`src/sv/b64d_pkg.sv`:
```
// Types, constants and the character decode function of the base64 decoder.
// Used by every module of the decoder; depends on nothing.
package b64d_pkg;

  localparam logic [7:0] PAD_CHAR = 8'h3D;
  localparam int QDEPTH = 4;
  localparam int QPTR_W = $clog2(QDEPTH);

  typedef enum logic [1:0] {
    ERR_NONE     = 2'd0,
    ERR_BAD_CHAR = 2'd1,
    ERR_PAD      = 2'd2,
    ERR_LENGTH   = 2'd3
  } err_kind_t;

  typedef struct packed {
    logic [7:0] in_char;
    logic       msg_last;
  } char_item_t;

  typedef struct packed {
    logic [7:0] out_byte;
    err_kind_t  error_kind;
    logic       run_end;
    logic       msg_end;
  } byte_item_t;

  // One decoded quartet or one error, handed from the front to the back.
  typedef struct packed {
    logic [23:0] data;
    logic [1:0]  nbytes;
    err_kind_t   err;
    logic        last;
  } group_t;

  // Bit 6 is set when the character is outside the alphabet.
  function automatic logic [6:0] sextet_of(input logic [7:0] c);
    logic [7:0] d;
    d = 8'd0;
    if (c >= 8'h41 && c <= 8'h5A) begin
      d = c - 8'h41;
    end else if (c >= 8'h61 && c <= 8'h7A) begin
      d = c - 8'h61 + 8'd26;
    end else if (c >= 8'h30 && c <= 8'h39) begin
      d = c - 8'h30 + 8'd52;
    end else if (c == 8'h2B) begin
      d = 8'd62;
    end else if (c == 8'h2F) begin
      d = 8'd63;
    end else begin
      d = 8'd64;
    end
    return d[6:0];
  endfunction

endpackage

```
`src/sv/b64d_front.sv`:
```
// Front end of the base64 decoder: accepts characters, tracks the quartet
// and pushes decoded groups or errors into the queue. Uses b64d_pkg.
module b64d_front (
  input  logic                clk,
  input  logic                rst,
  input  logic                char_valid,
  output logic                char_stall,
  input  b64d_pkg::char_item_t char_item,
  input  logic                q_full,
  output logic                q_push,
  output b64d_pkg::group_t    q_data
);

  logic [1:0]  quartet_pos, quartet_pos_next;
  logic [17:0] sextet_acc, sextet_acc_next;
  logic        third_padded, third_padded_next;
  logic        discarding, discarding_next;

  logic       accept;
  logic       is_pad;
  logic       is_bad;
  logic [6:0] sx;
  logic [5:0] sval;
  logic       last;
  logic       emit;

  assign char_stall = q_full;
  assign accept     = char_valid && !q_full;
  assign q_push     = accept && emit;

  always_comb begin
    sx     = b64d_pkg::sextet_of(char_item.in_char);
    is_pad = (char_item.in_char == b64d_pkg::PAD_CHAR);
    is_bad = sx[6] && !is_pad;
    sval   = is_pad ? 6'd0 : sx[5:0];
    last   = char_item.msg_last;

    quartet_pos_next  = quartet_pos;
    sextet_acc_next   = sextet_acc;
    third_padded_next = third_padded;
    discarding_next   = discarding;
    emit              = 1'b0;
    q_data.data       = 24'd0;
    q_data.nbytes     = 2'd1;
    q_data.err        = b64d_pkg::ERR_NONE;
    q_data.last       = last;

    priority if (discarding) begin
      if (last) begin
        discarding_next   = 1'b0;
        quartet_pos_next  = 2'd0;
        sextet_acc_next   = 18'd0;
        third_padded_next = 1'b0;
      end
    end else if ((last && quartet_pos != 2'd3) || is_bad ||
                 (quartet_pos != 2'd3 && is_pad && quartet_pos != 2'd2) ||
                 (quartet_pos == 2'd3 && third_padded && !is_pad) ||
                 (quartet_pos == 2'd3 && (third_padded || is_pad) && !last)) begin
      // Any fault: one error result, quartet cleared, rest of message dropped.
      emit = 1'b1;
      priority if (last && quartet_pos != 2'd3) begin
        q_data.err = b64d_pkg::ERR_LENGTH;
      end else if (is_bad) begin
        q_data.err = b64d_pkg::ERR_BAD_CHAR;
      end else begin
        q_data.err = b64d_pkg::ERR_PAD;
      end
      quartet_pos_next  = 2'd0;
      sextet_acc_next   = 18'd0;
      third_padded_next = 1'b0;
      discarding_next   = !last;
    end else if (quartet_pos != 2'd3) begin
      if (is_pad) begin
        third_padded_next = 1'b1;
      end
      sextet_acc_next  = {sextet_acc[11:0], sval};
      quartet_pos_next = quartet_pos + 2'd1;
    end else begin
      emit        = 1'b1;
      q_data.data = {sextet_acc, sval};
      priority if (third_padded) begin
        q_data.nbytes = 2'd1;
      end else if (is_pad) begin
        q_data.nbytes = 2'd2;
      end else begin
        q_data.nbytes = 2'd3;
      end
      quartet_pos_next  = 2'd0;
      sextet_acc_next   = 18'd0;
      third_padded_next = 1'b0;
    end
  end

  always_ff @(posedge clk) begin
    if (rst) begin
      quartet_pos  <= 2'd0;
      sextet_acc   <= 18'd0;
      third_padded <= 1'b0;
      discarding   <= 1'b0;
    end else if (accept) begin
      quartet_pos  <= quartet_pos_next;
      sextet_acc   <= sextet_acc_next;
      third_padded <= third_padded_next;
      discarding   <= discarding_next;
    end
  end

endmodule

```
`src/sv/b64d_queue.sv`:
```
// Short queue of decoded groups between the front and back of the decoder.
// Depth comes from b64d_pkg::QDEPTH.
module b64d_queue (
  input  logic              clk,
  input  logic              rst,
  input  logic              push,
  input  b64d_pkg::group_t  push_data,
  output logic              full,
  input  logic              pop,
  output b64d_pkg::group_t  head,
  output logic              empty
);

  b64d_pkg::group_t entries [b64d_pkg::QDEPTH];
  logic [b64d_pkg::QPTR_W-1:0] wr_ptr;
  logic [b64d_pkg::QPTR_W-1:0] rd_ptr;
  logic [b64d_pkg::QPTR_W:0]   count;
  logic                        do_push;
  logic                        do_pop;

  assign full    = (count == (b64d_pkg::QPTR_W+1)'(b64d_pkg::QDEPTH));
  assign empty   = (count == '0);
  assign do_push = push && !full;
  assign do_pop  = pop && !empty;
  assign head    = entries[rd_ptr];

  always_ff @(posedge clk) begin
    if (do_push) begin
      entries[wr_ptr] <= push_data;
    end
  end

  always_ff @(posedge clk) begin
    if (rst) begin
      wr_ptr <= '0;
      rd_ptr <= '0;
      count  <= '0;
    end else begin
      if (do_push) begin
        wr_ptr <= wr_ptr + 1'b1;
      end
      if (do_pop) begin
        rd_ptr <= rd_ptr + 1'b1;
      end
      if (do_push && !do_pop) begin
        count <= count + 1'b1;
      end else if (do_pop && !do_push) begin
        count <= count - 1'b1;
      end
    end
  end

endmodule

```
`src/sv/b64d_back.sv`:
```
// Back end of the base64 decoder: splits each queued group into bytes and
// drives the output register. Uses b64d_pkg.
module b64d_back (
  input  logic                 clk,
  input  logic                 rst,
  input  logic                 q_empty,
  input  b64d_pkg::group_t     q_head,
  output logic                 q_pop,
  output logic                 byte_valid,
  input  logic                 byte_stall,
  output b64d_pkg::byte_item_t byte_item
);

  logic       load;
  logic       final_byte;
  logic [1:0] idx;
  logic [7:0] cur_byte;

  assign load       = !q_empty && (!byte_valid || !byte_stall);
  assign final_byte = (idx == q_head.nbytes - 2'd1);
  assign q_pop      = load && final_byte;

  always_comb begin
    unique case (idx)
      2'd0:    cur_byte = q_head.data[23:16];
      2'd1:    cur_byte = q_head.data[15:8];
      default: cur_byte = q_head.data[7:0];
    endcase
  end

  always_ff @(posedge clk) begin
    if (rst) begin
      byte_valid <= 1'b0;
      idx        <= 2'd0;
    end else begin
      if (load) begin
        byte_valid <= 1'b1;
        idx        <= final_byte ? 2'd0 : idx + 2'd1;
      end else if (!byte_stall) begin
        byte_valid <= 1'b0;
      end
    end
  end

  always_ff @(posedge clk) begin
    if (load) begin
      byte_item.out_byte   <= cur_byte;
      byte_item.error_kind <= q_head.err;
      byte_item.run_end    <= final_byte;
      byte_item.msg_end    <= final_byte && q_head.last;
    end
  end

endmodule

```
`src/sv/base64_stream_decoder_core.sv`:
```
// Strict base64 decoder, one character per cycle in, one byte per cycle out while not stalled.
// The fourth character of a quartet pushes its group into the queue; the back end then loads
// its bytes from the queue head into the output register, one per cycle while byte_stall is low.
// Throughput: one character per cycle while the four-entry group queue has room.
// Reset (rst, synchronous): clears quartet state, the queue and the output valid.
module base64_stream_decoder_core (
  input  logic                 clk,
  input  logic                 rst,
  input  logic                 char_valid,
  output logic                 char_stall,
  input  b64d_pkg::char_item_t char_item,
  output logic                 byte_valid,
  input  logic                 byte_stall,
  output b64d_pkg::byte_item_t byte_item
);

  logic             q_push;
  logic             q_full;
  logic             q_pop;
  logic             q_empty;
  b64d_pkg::group_t q_in;
  b64d_pkg::group_t q_head;

  b64d_front u_front (
    .clk        (clk),
    .rst        (rst),
    .char_valid (char_valid),
    .char_stall (char_stall),
    .char_item  (char_item),
    .q_full     (q_full),
    .q_push     (q_push),
    .q_data     (q_in)
  );

  b64d_queue u_queue (
    .clk       (clk),
    .rst       (rst),
    .push      (q_push),
    .push_data (q_in),
    .full      (q_full),
    .pop       (q_pop),
    .head      (q_head),
    .empty     (q_empty)
  );

  b64d_back u_back (
    .clk        (clk),
    .rst        (rst),
    .q_empty    (q_empty),
    .q_head     (q_head),
    .q_pop      (q_pop),
    .byte_valid (byte_valid),
    .byte_stall (byte_stall),
    .byte_item  (byte_item)
  );

endmodule

```
`config.mk`:
```
export PLATFORM = sky130hd
export DESIGN_NAME = base64_stream_decoder_core
export DESIGN_NICKNAME = d
export VERILOG_FILES = /design/src/sv/b64d_pkg.sv /design/src/sv/b64d_front.sv /design/src/sv/b64d_queue.sv /design/src/sv/b64d_back.sv /design/src/sv/base64_stream_decoder_core.sv
export SDC_FILE = /design/constraint.sdc
export NUM_CORES = 1
export LEC_CHECK = 0
export BUFFER_PORTS_ARGS = -buffer_cell sky130_fd_sc_hd__buf_2
export CORE_MARGIN = 4
export CORE_UTILIZATION = 61
export CTS_CLUSTER_SIZE = 40
export DETAILED_ROUTE_END_ITERATION = 8
export PLACE_DENSITY = 0.84
export SYNTH_ARGS = -nofsm -noshare
export SYNTH_HDL_FRONTEND = slang
export SYNTH_SLANG_ARGS = --single-unit
export TNS_END_PERCENT = 30
```
`constraint.sdc`:
```
create_clock -name clk -period 3.2 [get_ports clk]
set_input_delay 0 -clock clk [delete_from_list [all_inputs] [get_ports clk]]
set_output_delay 0 -clock clk [all_outputs]
set_load 0.01 [all_outputs]
```
# After elaboration in Yosys (flattened, before gate mapping)
# Memory sizes are Yosys's and may differ from the RTL's. A register that Yosys moved wholly into a read port is not among the register bits.
# Index checks and enable logic that the tools add are counted.
# op_classes
n_eq_ne	12
muxes	43
addsub	12
reduce_logical	39
n_lt_le_gt_ge	6
# op_table
cell	n
18-bit 2-to-1 mux	4
26-bit 2-to-1 mux	2
7-bit 2-to-1 mux	5
28-bit 2-to-1 mux	1
8-bit by 6-bit == test with 1-bit output, second input constant	3
2-bit 2-to-1 mux	11
1-bit logical AND	20
8-bit by 7-bit greater-or-equal comparator with 1-bit output, second input constant	2
8-bit by 7-bit <= comparator with 1-bit output, second input constant	2
1-bit 2-to-1 mux	16
8-bit case mux with 2 select lines	1
7-bit subtractor, second input constant	2
2-bit by 1-bit adder with 2-bit output, second input constant	4
8-bit by 6-bit greater-or-equal comparator with 1-bit output, second input constant	1
8-bit by 6-bit <= comparator with 1-bit output, second input constant	1
1-bit logical NOT	8
7-bit by 5-bit adder with 7-bit output, second input constant	1
7-bit by 6-bit adder with 7-bit output, second input constant	1
7-bit by 6-bit subtractor with 7-bit output, second input constant	1
1-bit logical OR	6
3-bit 2-to-1 mux	2
6-bit 2-to-1 mux	1
2-bit != test, second input constant	3
4-bit by 2-bit != test with 1-bit output, second input constant	1
13 further kinds	13
# word_totals
n_memories	1
in_bits	13
mem_bits_rw	116
output_inout_bits	14
ff_bits	44
# mem_list
memory	words	width	rd	rd_ports_with_merged_regs	wr	line_no	source
u_queue.entries	4	29	1	1	1	b64d_queue.sv:14	b64d_pkg::group_t entries [b64d_pkg::QDEPTH];

# Logic depth before layout (Yosys ltp)
# Gate-level depths: netlist of the first run.
# depth
ltp_word	19
depth_mapped	14
depth_no_buf	13

# Cells and area by module
# Synthesis of the first run repeated with hierarchy kept, for this count alone.
# unflattened
hier_cells	470
hier_area_um2	7095.6
# by_module_without_submodules
module	area_each_um2	n_inst	seq_area_each_um2	cells_each
b64d_queue	4660.7	1	3663.5	199
b64d_front	1750.4	1	440.4	210
b64d_back	684.4	1	420.4	61

# Least setup slack after synthesis of the first run
# Ideal clock, no wire load.
# synth_path
kind	input port to flip-flop
from	input port char_item[3] (netlist name)
to	register u_queue.count[2] (netlist name)
setup_slack_ps	232
setup_time_ps	71
path_stages	14
arrival_time_ps	2897
required_time_ps	3129
path_cell_list	clkbuf_1 > inv_1 > ha_1 > and4bb_4 > or3b_4 > nor3_4 > nand2_2 > a31oi_4 > ha_1 > inv_1 > fa_1 > xor2_1 > or3_1 > a21oi_1
# synth_via
elab_chain_cells	18
# synth_rtl
element	line_no	source
start, declared	base64_stream_decoder_core.sv:11	input b64d_pkg::char_item_t char_item,
branches (longest 10 deep; another with 7-bit by 6-bit subtractor with 7-bit output)	n/a	
1-bit logical OR (*)	b64d_front.sv:57	(quartet_pos == 2'd3 && third_padded && !is_pad) ||
1-bit 2-to-1 mux (*)	b64d_front.sv:55	end else if ((last && quartet_pos != 2'd3) || is_bad ||
1-bit 2-to-1 mux (*)	b64d_front.sv:48	priority if (discarding) begin
1-bit logical AND (*)	b64d_front.sv:29	assign q_push = accept && emit;
1-bit logical AND (*)	b64d_queue.sv:23	assign do_push = push && !full;
net u_queue.do_push	b64d_queue.sv:18	logic do_push;
1-bit logical NOT	b64d_queue.sv:47	end else if (do_pop && !do_push) begin
1-bit logical AND	b64d_queue.sv:47	
2-bit nonzero test (no line)	n/a	
end signal, assigned	b64d_queue.sv:46	count <= count + 1'b1;
end signal, assigned	b64d_queue.sv:48	count <= count - 1'b1;
end, declared	b64d_queue.sv:17	logic [b64d_pkg::QPTR_W:0] count;
# Mark *: on every way through the listed nets, which the timed path passes.
# A chain may end at the register's enable or synchronous reset.

==> results of run 1 <==
cells in the final DEF, fill, tap and decap left out, drive strengths merged, types with 3 or more instances in the layout:
cell type	count
a21oi	13
nand4	5
a32oi	16
clkinvlp	3
nand2b	5
nor3	8
o21ai	5
xor2	8
inv	15
a31oi	6
nand2	17
mux2i	3
nand3	14
mux4	29
ha	17
bufinv	3
clkinv	6
clkbuf	18
buf	40
and2	29
and4bb	3
dfxtp	34
nor2	36
or3	3
nor2b	11
a221o	8
xnor2	5
edfxtp	128
path summary, 6_finish.rpt:
| kind | from | endpoint | slack, ns | depth (start not counted) |
|---|---|---|---|---|
| worst max-delay path | flop | u_queue.count[2]$_SDFFE_PP0P_ | 0.46 | 10 |
| worst min-delay path | char_valid | u_front.discarding$_SDFFE_PP0P_ | 0.05 | 4 |
| worst max register to register | flop | u_queue.count[2]$_SDFFE_PP0P_ | 0.46 | 10 |
| worst min register to register | u_front.sextet_acc[13]$_SDFFE_PP0P_ | u_front.sextet_acc[13]$_SDFFE_PP0P_ | 0.49 | 2 |
power groups by stage:
stage | registers, mW | logic, mW | clock network [mW]
4_1_cts | 2.68 | 1.31 | 2.04
3_5_place_dp | 2.72 | 1.30 | 0
3_3_place_gp | 2.70 | 1.26 | 0
5_1_grt | 2.70 | 1.41 | 2.14
6_report | 2.68 | 1.29 | 2.01
2_1_floorplan | 2.75 | 0.849 | 0
sequential cells by signal, indices dropped and copies added, names as in the netlist, named ones only:
signal / cells
u_queue.entries: 116
u_front.sextet_acc: 18
u_back.byte_item: 12
u_queue.count: 3
u_back.idx: 2
u_front.quartet_pos: 2
u_queue.rd_ptr: 2
u_queue.wr_ptr: 2
u_back.byte_valid: 1
u_front.discarding: 1
u_front.third_padded: 1
per-stage QoR:
| stage | setup WS (ns) | util | power, mW | instance area (um^2) | hold slack [ns] |
|---|---|---|---|---|---|
| 2_1_floorplan | 0.232 | - | 3.60 | 7170 | 0.0989 |
| 3_3_place_gp | 0.285 | 0.656 | 3.97 | 7520 | 0.260 |
| 3_5_place_dp | 0.185 | 0.656 | 4.02 | 7520 | 0.270 |
| 4_1_cts | 0.452 | 0.709 | 6.02 | 8130 | 0.0214 |
| 5_1_grt | 0.310 | 0.709 | 6.25 | 8130 | 0.0364 |
| 6_report | 0.462 | 0.709 | 5.97 | 8130 | 0.0532 |
timing repair:
action / CTS / global route
hold buffers: 2 / 0
gates resized for setup: 0 / 0
endpoints found under the hold margin: 6 / 0
logic make-up after synthesis:
| group | Yosys count | synth area share |
|---|---|---|
| multiplexers | 33 | 0.0991 |
| AO/OA/AOI/OAI | 70 | 0.0776 |
| buffers and inverters | 39 | 0.0229 |
| XOR/XNOR | 13 | 0.0159 |
| flip-flops | 162 | 0.631 |
| adder cells (fa/ha/maj) | 18 | 0.0324 |
| AND/OR/NAND/NOR | 146 | 0.121 |
per-layer routing:
metal / GRT usage / vias up
met5: 0 / -
met4: 0.0742 / 0
met3: 0.0456 / 20
met2: 0.377 / 164
met1: 0.288 / 2156
li1: - / 1942
final cells by class:
| type | count | share of cell area |
|---|---|---|
| Inverter | 13 | 0.00600 |
| Clock inverter | 14 | 0.0198 |
| Tap cell | 143 | 0.0220 |
| Sequential cell | 162 | 0.556 |
| Clock buffer | 18 | 0.0528 |
| Timing Repair Buffer | 42 | 0.0375 |
| Multi-Input combinational cell | 280 | 0.305 |
worst register-to-register path, cell delays in order (launching register included):
cell and delay, ns:
dfxtp_2 0.37, mux4_2 0.52, xnor2_1 0.29, mux2i_4 0.13, nand2_1 0.14, ha_1 0.20
inv_1 0.06, fa_1 0.37, xor2_1 0.15, or3_1 0.31, a21oi_1 0.13
==> impl_results.md, run 1 <==
* Min Tclk post-route at 2.74 ns
* Initial antenna violation count at 0
* Syn nets at 512
* PortBufs at 26
* # DRC at 0
* Buf/Inv on CP at 1
* Fmax at 0.365 GHz
* Chip width at between 100 and 150 um
* Largest net degree at the start of global routing at 38
* Number of H-tree levels at 4
* Finished Layout Cells at ~670
* Via count at around 4300
* Vias per std cell at approximately 6.4
* WL per Instance at slightly above 20 um
* Yosys warnings at 0
* Top routing layer in use: met4
* CP max-delay cell: mux4_2
* Peak VDD IR at between 500 and 600 uV
* Die ar. at approximately 14000 um^2
* CTS root buffer: clkbuf_16
* Critical path fanouts, max at 6
* Initial Util at 0.625
* Post-synthesis register bit count at 162
* Vias in the first global route at approximately 4200
* First-pass GRT wire length at about 22 mm
* Final GP Congestion at 0.874
* Final period utilization at 0.856
* Static leakage at 2.71 nW
* Switch share at 0.266
* Leading area contributor after synthesis: edfxtp_1
* Critical path data arrival time at between 3 and 4 ns
* Final Skew at just under 0.01 ns
* Antenna Nets Post-Route at 0
* Clk sink count at 162
* Area of the multi-input gates at around 2500 um^2
* Clk buf depth at 2
* Final Max Tran Viols at 0
* Rows at 39
* Worst Setup End Kind: flop
* Ranking of synthesized cells by area: edfxtp_1 54%, dfxtp_1 9.5%, mux4_2 9.1%
* RSZ-0062 raised after global routing: no
* Count leader, synth: edfxtp_1
* Worst slew margin at 0.544
* Psw at roughly 1.6 mW
* Detailed router's first-iteration violation count at 534
* CP Cell Sequence: mux4_2 > xnor2_1 > mux2i_4 > nand2_1 > ha_1 > inv_1 > fa_1 > xor2_1 > or3_1 > a21oi_1
* Met3 WL at between 800 and 900 um
* Synth cell count leaders: 128 x edfxtp_1, 35 x nor2_1, 34 x dfxtp_1
* Reg power frac at 0.448
* Fill cells at around 690
* N_diodes at 0
* Share of cells above drive strength 1 at 0.227
* Synth top area share at 0.536
* Routed length on met1 at about 5.8 mm
* Endpoints failing setup at 0
* Total Negative Setup Slacks at 0 ns
* Dpl hpwl at just under 9 mm
* Final wirelength at approximately 14 mm
* Synthesized cell area at slightly above 7000 um^2
* Nets at 547
* CTS tree: yes
* Internal at between 4 and 5 mW
* Inst Count DP at approximately 640
* Min-Delay Path Class: input port to flop
* Routed length on met2 at 7.16 mm
* CP peak stage delay at 0.52 ns
* Worst setup SP type: flop
* EDFF count, synth at about 130
* CTS buffer count at 17
* Total gr overflow at 0
* Status: complete, no violations
* Final Hold Vio Count at 0
* Max-cap violations at 0
* Die Height at 116 um
* Cell Pwr Density at roughly 730 nW/um^2
* Count of different cell masters after synthesis at 67
* # IOs at 27
* Post-Synthesis Cells at just under 500
* Family with the most delay on the worst path: multiplexers
* Async set-reset flop share out of synthesis at 0
* Clk_lat worst skew at 0.42 ns
* GRT Util Overall at 0.222
* Seq/Total Area, Yosys at 0.631
* Worst Max-Slew Pin Slew at a little under 0.7 ns
* Layout area overhead at 13.4%
* Top FF cell, synth: edfxtp_1
* Register area at 4530 um^2
* Syn_area_per_cell at between 10 and 15 um^2
* Part of the power in combinational logic at 0.216
* Post-CTS Setup Bufs at 0
* Worst setup path category: flop to flop
* Reg clk slew, reported paths at roughly 0.06 ns
* Clock share of power at 0.336
* 1st-pass router iterations at 5
* Req. time, crit path at roughly 3.6 ns
* Total core area at around 11000 um^2
(Power assumes the default switching activity.)
==> inputs of run 2 (changes only) <==
==> constraint.sdc (replaced) <==
create_clock -name clk -period 3.2 [get_ports clk]
set_input_delay 0.16 -clock clk [delete_from_list [all_inputs] [get_ports clk]]
set_output_delay 0.16 -clock clk [all_outputs]
set_load 0.01 [all_outputs]
==> run 2 against run 1 <==
  * Non-clock buffer count up 5
  * Combinational power about the same
  * Register-to-register slack worse by 0.08 ns
  * Largest power group unchanged
  * Die area unchanged
  * Sequential share of layout area down 0.41 points
  * First-iteration DRC count down 15%
  * Via count up 1.3%
  * Wire length up 3.0%
  * Flip-flop and latch count unchanged
==> impl_results.md, run 2 (synthesis gave the netlist of run 1 again) <==
* Status: complete, no violations
* GRT Util Overall at 0.230 (+0.00753)
* Total core area at 11500 um^2 (unchanged)
* Final GP Congestion at 0.852 (-2.5%)
* Most common cell after layout, fill and taps aside: edfxtp_1
* CP Cell Sequence: mux4_2 > xnor2_1 > mux2i_4 > nand2_1 > ha_1 > inv_1 > fa_1 > mux2i_1 > nor2_1
* Clk buf depth at 2 (unchanged)
* Cell Pwr Density at 743 nW/um^2 (+1.2%)
* Detailed router's first-iteration violation count at 453 (-15%)
* Via count at 4339 (+1.3%)
* Final Max Tran Viols at 0 (unchanged)
* WL per Instance at 21.2 um (+2.2%)
* Vias per std cell at 6.41 (+0.58%)
* Met3 WL at 861 um (+2.4%)
* CP peak stage delay at 0.52 ns (about the same)
* Final Hold Vio Count at 0 (unchanged)
* Nets at 552 (+0.91%)
* PnR Total Power at 6.09 mW (+1.9%)
* RSZ-0062 raised after global routing: no
* Fin area at 8190 um^2 (+0.74%)
* Worst hold slack at 0.102 ns (+0.0489 ns)
* CTS root buffer: clkbuf_16
* CTS buffer count at 17 (unchanged)
* Worst setup path category: flop to flop
* Top routing layer in use: met4
* Layout area overhead at 14.2%
* Min Tclk post-route at 2.82 ns (+0.0838 ns)
* Max reg flops at 116 (unchanged)
* Post-DP Area at 7570 um^2 (+0.60%)
* Max-cap violations at 0 (unchanged)
* Biggest regs: u_queue.entries x116, u_front.sextet_acc x18, u_back.byte_item x12
* Critical path fanouts, max at 6 (unchanged)
* Worst Max-Slew Pin Slew at 0.715 ns (+0.0317 ns)
* Final Util at 0.714 (+0.00524)
* Largest reg by FF count: u_queue.entries
* Number of H-tree levels at 4 (unchanged)
* Fmax at 0.354 GHz (-3.0%)
* Routed length on met2 at 7.38 mm (+3.0%)
* Vias in the first global route at 4382 (+3.6%)
* Die ar. at 13600 um^2 (unchanged)
* Critical path data arrival time at 3.10 ns (+0.02 ns)
* Total Negative Setup Slacks at 0 ns (unchanged)
* Post-CTS Setup Bufs at 0 (unchanged)
* Peak VDD IR at 638 uV (+9.4%)
* CP max-delay cell: mux4_2
* CTS tree: yes
* Hold wc startpoint: char_item[0]
* Finished Layout Cells at 677 (+0.74%)
* Req. time, crit path at 3.48 ns (-0.07 ns)
* Static leakage at 2.75 nW (+1.4%)
* Initial Util at 0.625 (unchanged)
* Worst slew margin at 0.523 (-0.0212)
* Worst setup SP type: flop
* Total gr overflow at 0 (unchanged)
* Clk_lat worst skew at 0.42 ns (about the same)
* Final Skew at 0.00937 ns (-0.000274 ns)
* Min-Delay Path Class: input port to flop
* 1st-pass router iterations at 5 (unchanged)
* Final wirelength at 14.4 mm (+3.0%)
* Final period utilization at 0.882 (+0.0262)
* Endpoints failing setup at 0 (unchanged)
* PortBufs at 26 (unchanged)
* N_diodes at 0 (unchanged)
* Worst setup margin at 0.378 ns (-0.0838 ns)
* Worst Setup End Kind: flop
* Antenna Nets Post-Route at 0 (unchanged)
* Chip width at 116 um (unchanged)
* Reg clk slew, reported paths at 0.06 ns (about the same)
* First-pass GRT wire length at 23.2 mm (+3.6%)
* Most frequent cells in the layout: 128 x edfxtp_1, 35 x nor2_1, 33 x dfxtp_1
* Clk sink count at 162 (unchanged)
* Dpl hpwl at 8.73 mm (-0.16%)
* Largest net degree at the start of global routing at 38 (unchanged)
* Initial antenna violation count at 0 (unchanged)
* Inst Count DP at 644 (+0.94%)
* Rows at 39 (unchanged)
* Pre-CTS setup slack at 0.0951 ns (-0.0903 ns)
* Routed length on met1 at 5.80 mm (+0.24%)
* # IOs at 27 (unchanged)
* # DRC at 0 (unchanged)
* Die Height at 116 um (unchanged)
* CTS Hold Bufs at 1 (-1)
* Share of cells above drive strength 1 at 0.234 (+0.00724)
* Number of gates resized after CTS at 0 (unchanged)
[run 2: layout make-up]
cell class	instances	area, um^2
tap	143	179
timing repair buffer	47	340
sequential	162	4530
multi-input combinational	280	2480
inverter	13	48.8
clock buffer	19	433
fill	668	3270
clock inverter	13	183
[run 2: critical path: cells and delay by family, from the launching register on]
kind / cells / cell delay (ns)
xor gates and xnor gates: 1 / 0.30
buffers and inverters: 1 / 0.07
DFF: 1 / 0.36
and+or+nand+nor: 2 / 0.20
muxes: 3 / 1.07
adders and majority gates: 2 / 0.67
[run 2: path summary, 6_finish.rpt]
kind / to / slack [ns] / depth (start not counted)
worst max-delay path: u_queue.count[1]$_SDFFE_PP0P_ / 0.38 / 9
worst min-delay path: u_queue.entries[1][0]$_DFFE_PP_ / 0.10 / 1
worst max register to register: u_queue.count[1]$_SDFFE_PP0P_ / 0.38 / 9
worst min register to register: u_back.byte_valid$_SDFFE_PP0P_ / 0.47 / 2
[run 2: report_power, final]
group / internal (mW) / switching [mW]
logic: 0.586 / 0.728
registers: 2.58 / 0.0947
clock network: 1.31 / 0.791
[run 2: metal layers]
| metal | vias up | track usage |
|---|---|---|
| met5 | - | 0 |
| li1 | 1952 | - |
| met4 | 0 | 0.0928 |
| met2 | 175 | 0.376 |
| met3 | 29 | 0.0466 |
| met1 | 2183 | 0.303 |
==> inputs of run 3 (changes only) <==
CORE_ASPECT_RATIO = 1.4   (was default)
CORE_UTILIZATION = 48   (was 61)
CTS_CLUSTER_DIAMETER = 60   (was default)
PLACE_DENSITY = 0.69   (was 0.84)
==> run 3 against run 2 <==
  * Non-clock buffer count is the same
  * Global-route usage decreased by 6.0 points
  * Die area rose by 25%
  * Flip-flop and latch count stayed put
  * Sequential share of layout area is 0.39 points lower
  * Critical path type unchanged
==> impl_results.md, run 3 (synthesis gave the netlist of run 1 again) <==
* Min Tclk post-route at 2.73 ns (-0.0913 ns)
* Clk sink count at 162 (unchanged)
* Final Max Tran Viols at 0 (unchanged)
* Status: complete, no violations
* Initial Util at 0.492 (-0.133)
* Share of cells above drive strength 1 at 0.234 (unchanged)
* # IOs at 27 (unchanged)
* Final period utilization at 0.853 (-0.0285)
* Total Negative Setup Slacks at 0 ns (unchanged)
* Peak VDD IR at 366 uV (-43%)
* Worst setup margin at 0.470 ns (+0.0913 ns)
* CP peak stage delay at 0.51 ns (about the same)
* PnR Total Power at 6.04 mW (-0.90%)
* CTS root buffer: clkbuf_16
* First-pass GRT wire length at 22.6 mm (-2.8%)
* Post-CTS Setup Bufs at 0 (unchanged)
* GRT Util Overall at 0.169 (-0.0603)
* CTS buffer count at 17 (unchanged)
* WL per Instance at 19.1 um (-10%)
* Total core area at 14600 um^2 (+27%)
* Critical path data arrival time at 3.07 ns (-0.03 ns)
* CTS tree: yes
* Final Skew at 0.0105 ns (+0.00111 ns)
* Worst setup path category: flop to flop
* CP max-delay cell: mux4_2
* Antenna Nets Post-Route at 0 (unchanged)
* Worst slew margin at 0.539 (+0.0155)
* Final GP Congestion at 0.868 (+1.9%)
* Endpoints failing setup at 0 (unchanged)
* Pre-CTS setup slack at 0.0691 ns (-0.0260 ns)
* Via count at 4122 (-5.0%)
* Clk_lat worst skew at 0.42 ns (about the same)
* RSZ-0062 raised after global routing: no
* Final wirelength at 13.8 mm (-4.2%)
* Largest reg by FF count: u_queue.entries
* Total gr overflow at 0 (unchanged)
* 1st-pass router iterations at 7 (+2)
* CP Cell Sequence: mux4_2 > xnor2_1 > mux2i_4 > nand2_1 > ha_1 > inv_1 > fa_1 > xor2_1 > or3_1 > a21oi_1
* Cell Pwr Density at 731 nW/um^2 (-1.6%)
* Rows at 52 (+33%)
* PortBufs at 26 (unchanged)
* Detailed router's first-iteration violation count at 225 (-50%)
* Worst setup SP type: flop
* Largest net degree at the start of global routing at 38 (unchanged)
* Clk buf depth at 2 (unchanged)
* Die Height at 153 um (+31%)
* Vias in the first global route at 4368 (-0.32%)
* Most frequent cells in the layout: 128 x edfxtp_1, 35 x nor2_1, 33 x dfxtp_1
* Biggest regs: u_queue.entries x116, u_front.sextet_acc x18, u_back.byte_item x12
* Static leakage at 2.74 nW (-0.33%)
* Nets at 552 (unchanged)
* Layout area overhead at 15.1%
* Max reg flops at 116 (unchanged)
* Vias per std cell at 5.70 (-11%)
* Req. time, crit path at 3.54 ns (+0.06 ns)
* # DRC at 0 (unchanged)
* Min-Delay Path Class: input port to flop
* Worst hold slack at 0.0928 ns (-0.00927 ns)
* Chip width at 111 um (-4.4%)
* Worst Setup End Kind: flop
* Critical path fanouts, max at 6 (unchanged)
* Fmax at 0.366 GHz (+3.3%)
* Die ar. at 17000 um^2 (+25%)
* Fin area at 8250 um^2 (+0.72%)
* Number of H-tree levels at 4 (unchanged)
* Worst Max-Slew Pin Slew at 0.692 ns (-0.0232 ns)
* Initial antenna violation count at 0 (unchanged)
* Max-cap violations at 0 (unchanged)
* Post-DP Area at 7620 um^2 (+0.76%)
* N_diodes at 0 (unchanged)
* Final Hold Vio Count at 0 (unchanged)
* Buf/Inv on CP at 1 (unchanged)
* Dpl hpwl at 9.01 mm (+3.2%)
* Family with the most delay on the worst path: multiplexers
* Most common cell after layout, fill and taps aside: edfxtp_1
* Reg clk slew, reported paths at 0.06 ns (about the same)
-- run 3: changes by cell type in the layout (fill, tap and decap cells not counted), sizes merged --
cell,previous run,this run
clkbuf,19,18
inv,16,14
clkinv,4,5
clkinvlp,2,4
-- run 3: metal layers --
metal	global-route usage	share of wire	up-vias
met5	0	0	-
met4	0.0609	0.015	0
met1	0.196	0.39	2065
met2	0.308	0.55	97
li1	-	-	1945
met3	0.0354	0.038	15
-- run 3: final cells by class --
cell class	instances	area, um^2
fillers	1167	6320
flip-flops and latches	162	4530
inverters	13	48.8
repair buffers	47	340
multi-input cells	280	2480
clock buffers	18	429
clock inverters	14	188
well taps	189	236
-- run 3: through the flow --
stage / utilization / cells
6_report: 0.566 / 723
5_1_grt: 0.566 / 723
4_1_cts: 0.566 / 723
3_5_place_dp: 0.523 / 690
3_3_place_gp: 0.523 / 690
2_1_floorplan: - / 481
-- run 3: timing repair --
item | in CTS | in global routing
gates resized for setup | 0 | 0
hold buffers | 1 | 0
hold endpoints to repair | 1 | 0
-- run 3: power by group --
group / switching [mW] / leakage [nW] / internal (mW)
registers: 0.0895 / 1.40 / 2.58
clock network: 0.789 / 0.285 / 1.30
logic: 0.693 / 1.06 / 0.580
total: 1.57 / 2.74 / 4.46
-- run 3: path summary, 6_finish.rpt --
path	from	endpoint	slack, ns	cells past startpoint
max	flop	u_queue.count[2]$_SDFFE_PP0P_	0.47	10
min	char_item[0]	u_queue.entries[2][0]$_DFFE_PP_	0.09	1
max reg2reg	flop	u_queue.count[2]$_SDFFE_PP0P_	0.47	10
min reg2reg	u_back.byte_valid$_SDFFE_PP0P_	u_back.byte_valid$_SDFFE_PP0P_	0.48	2
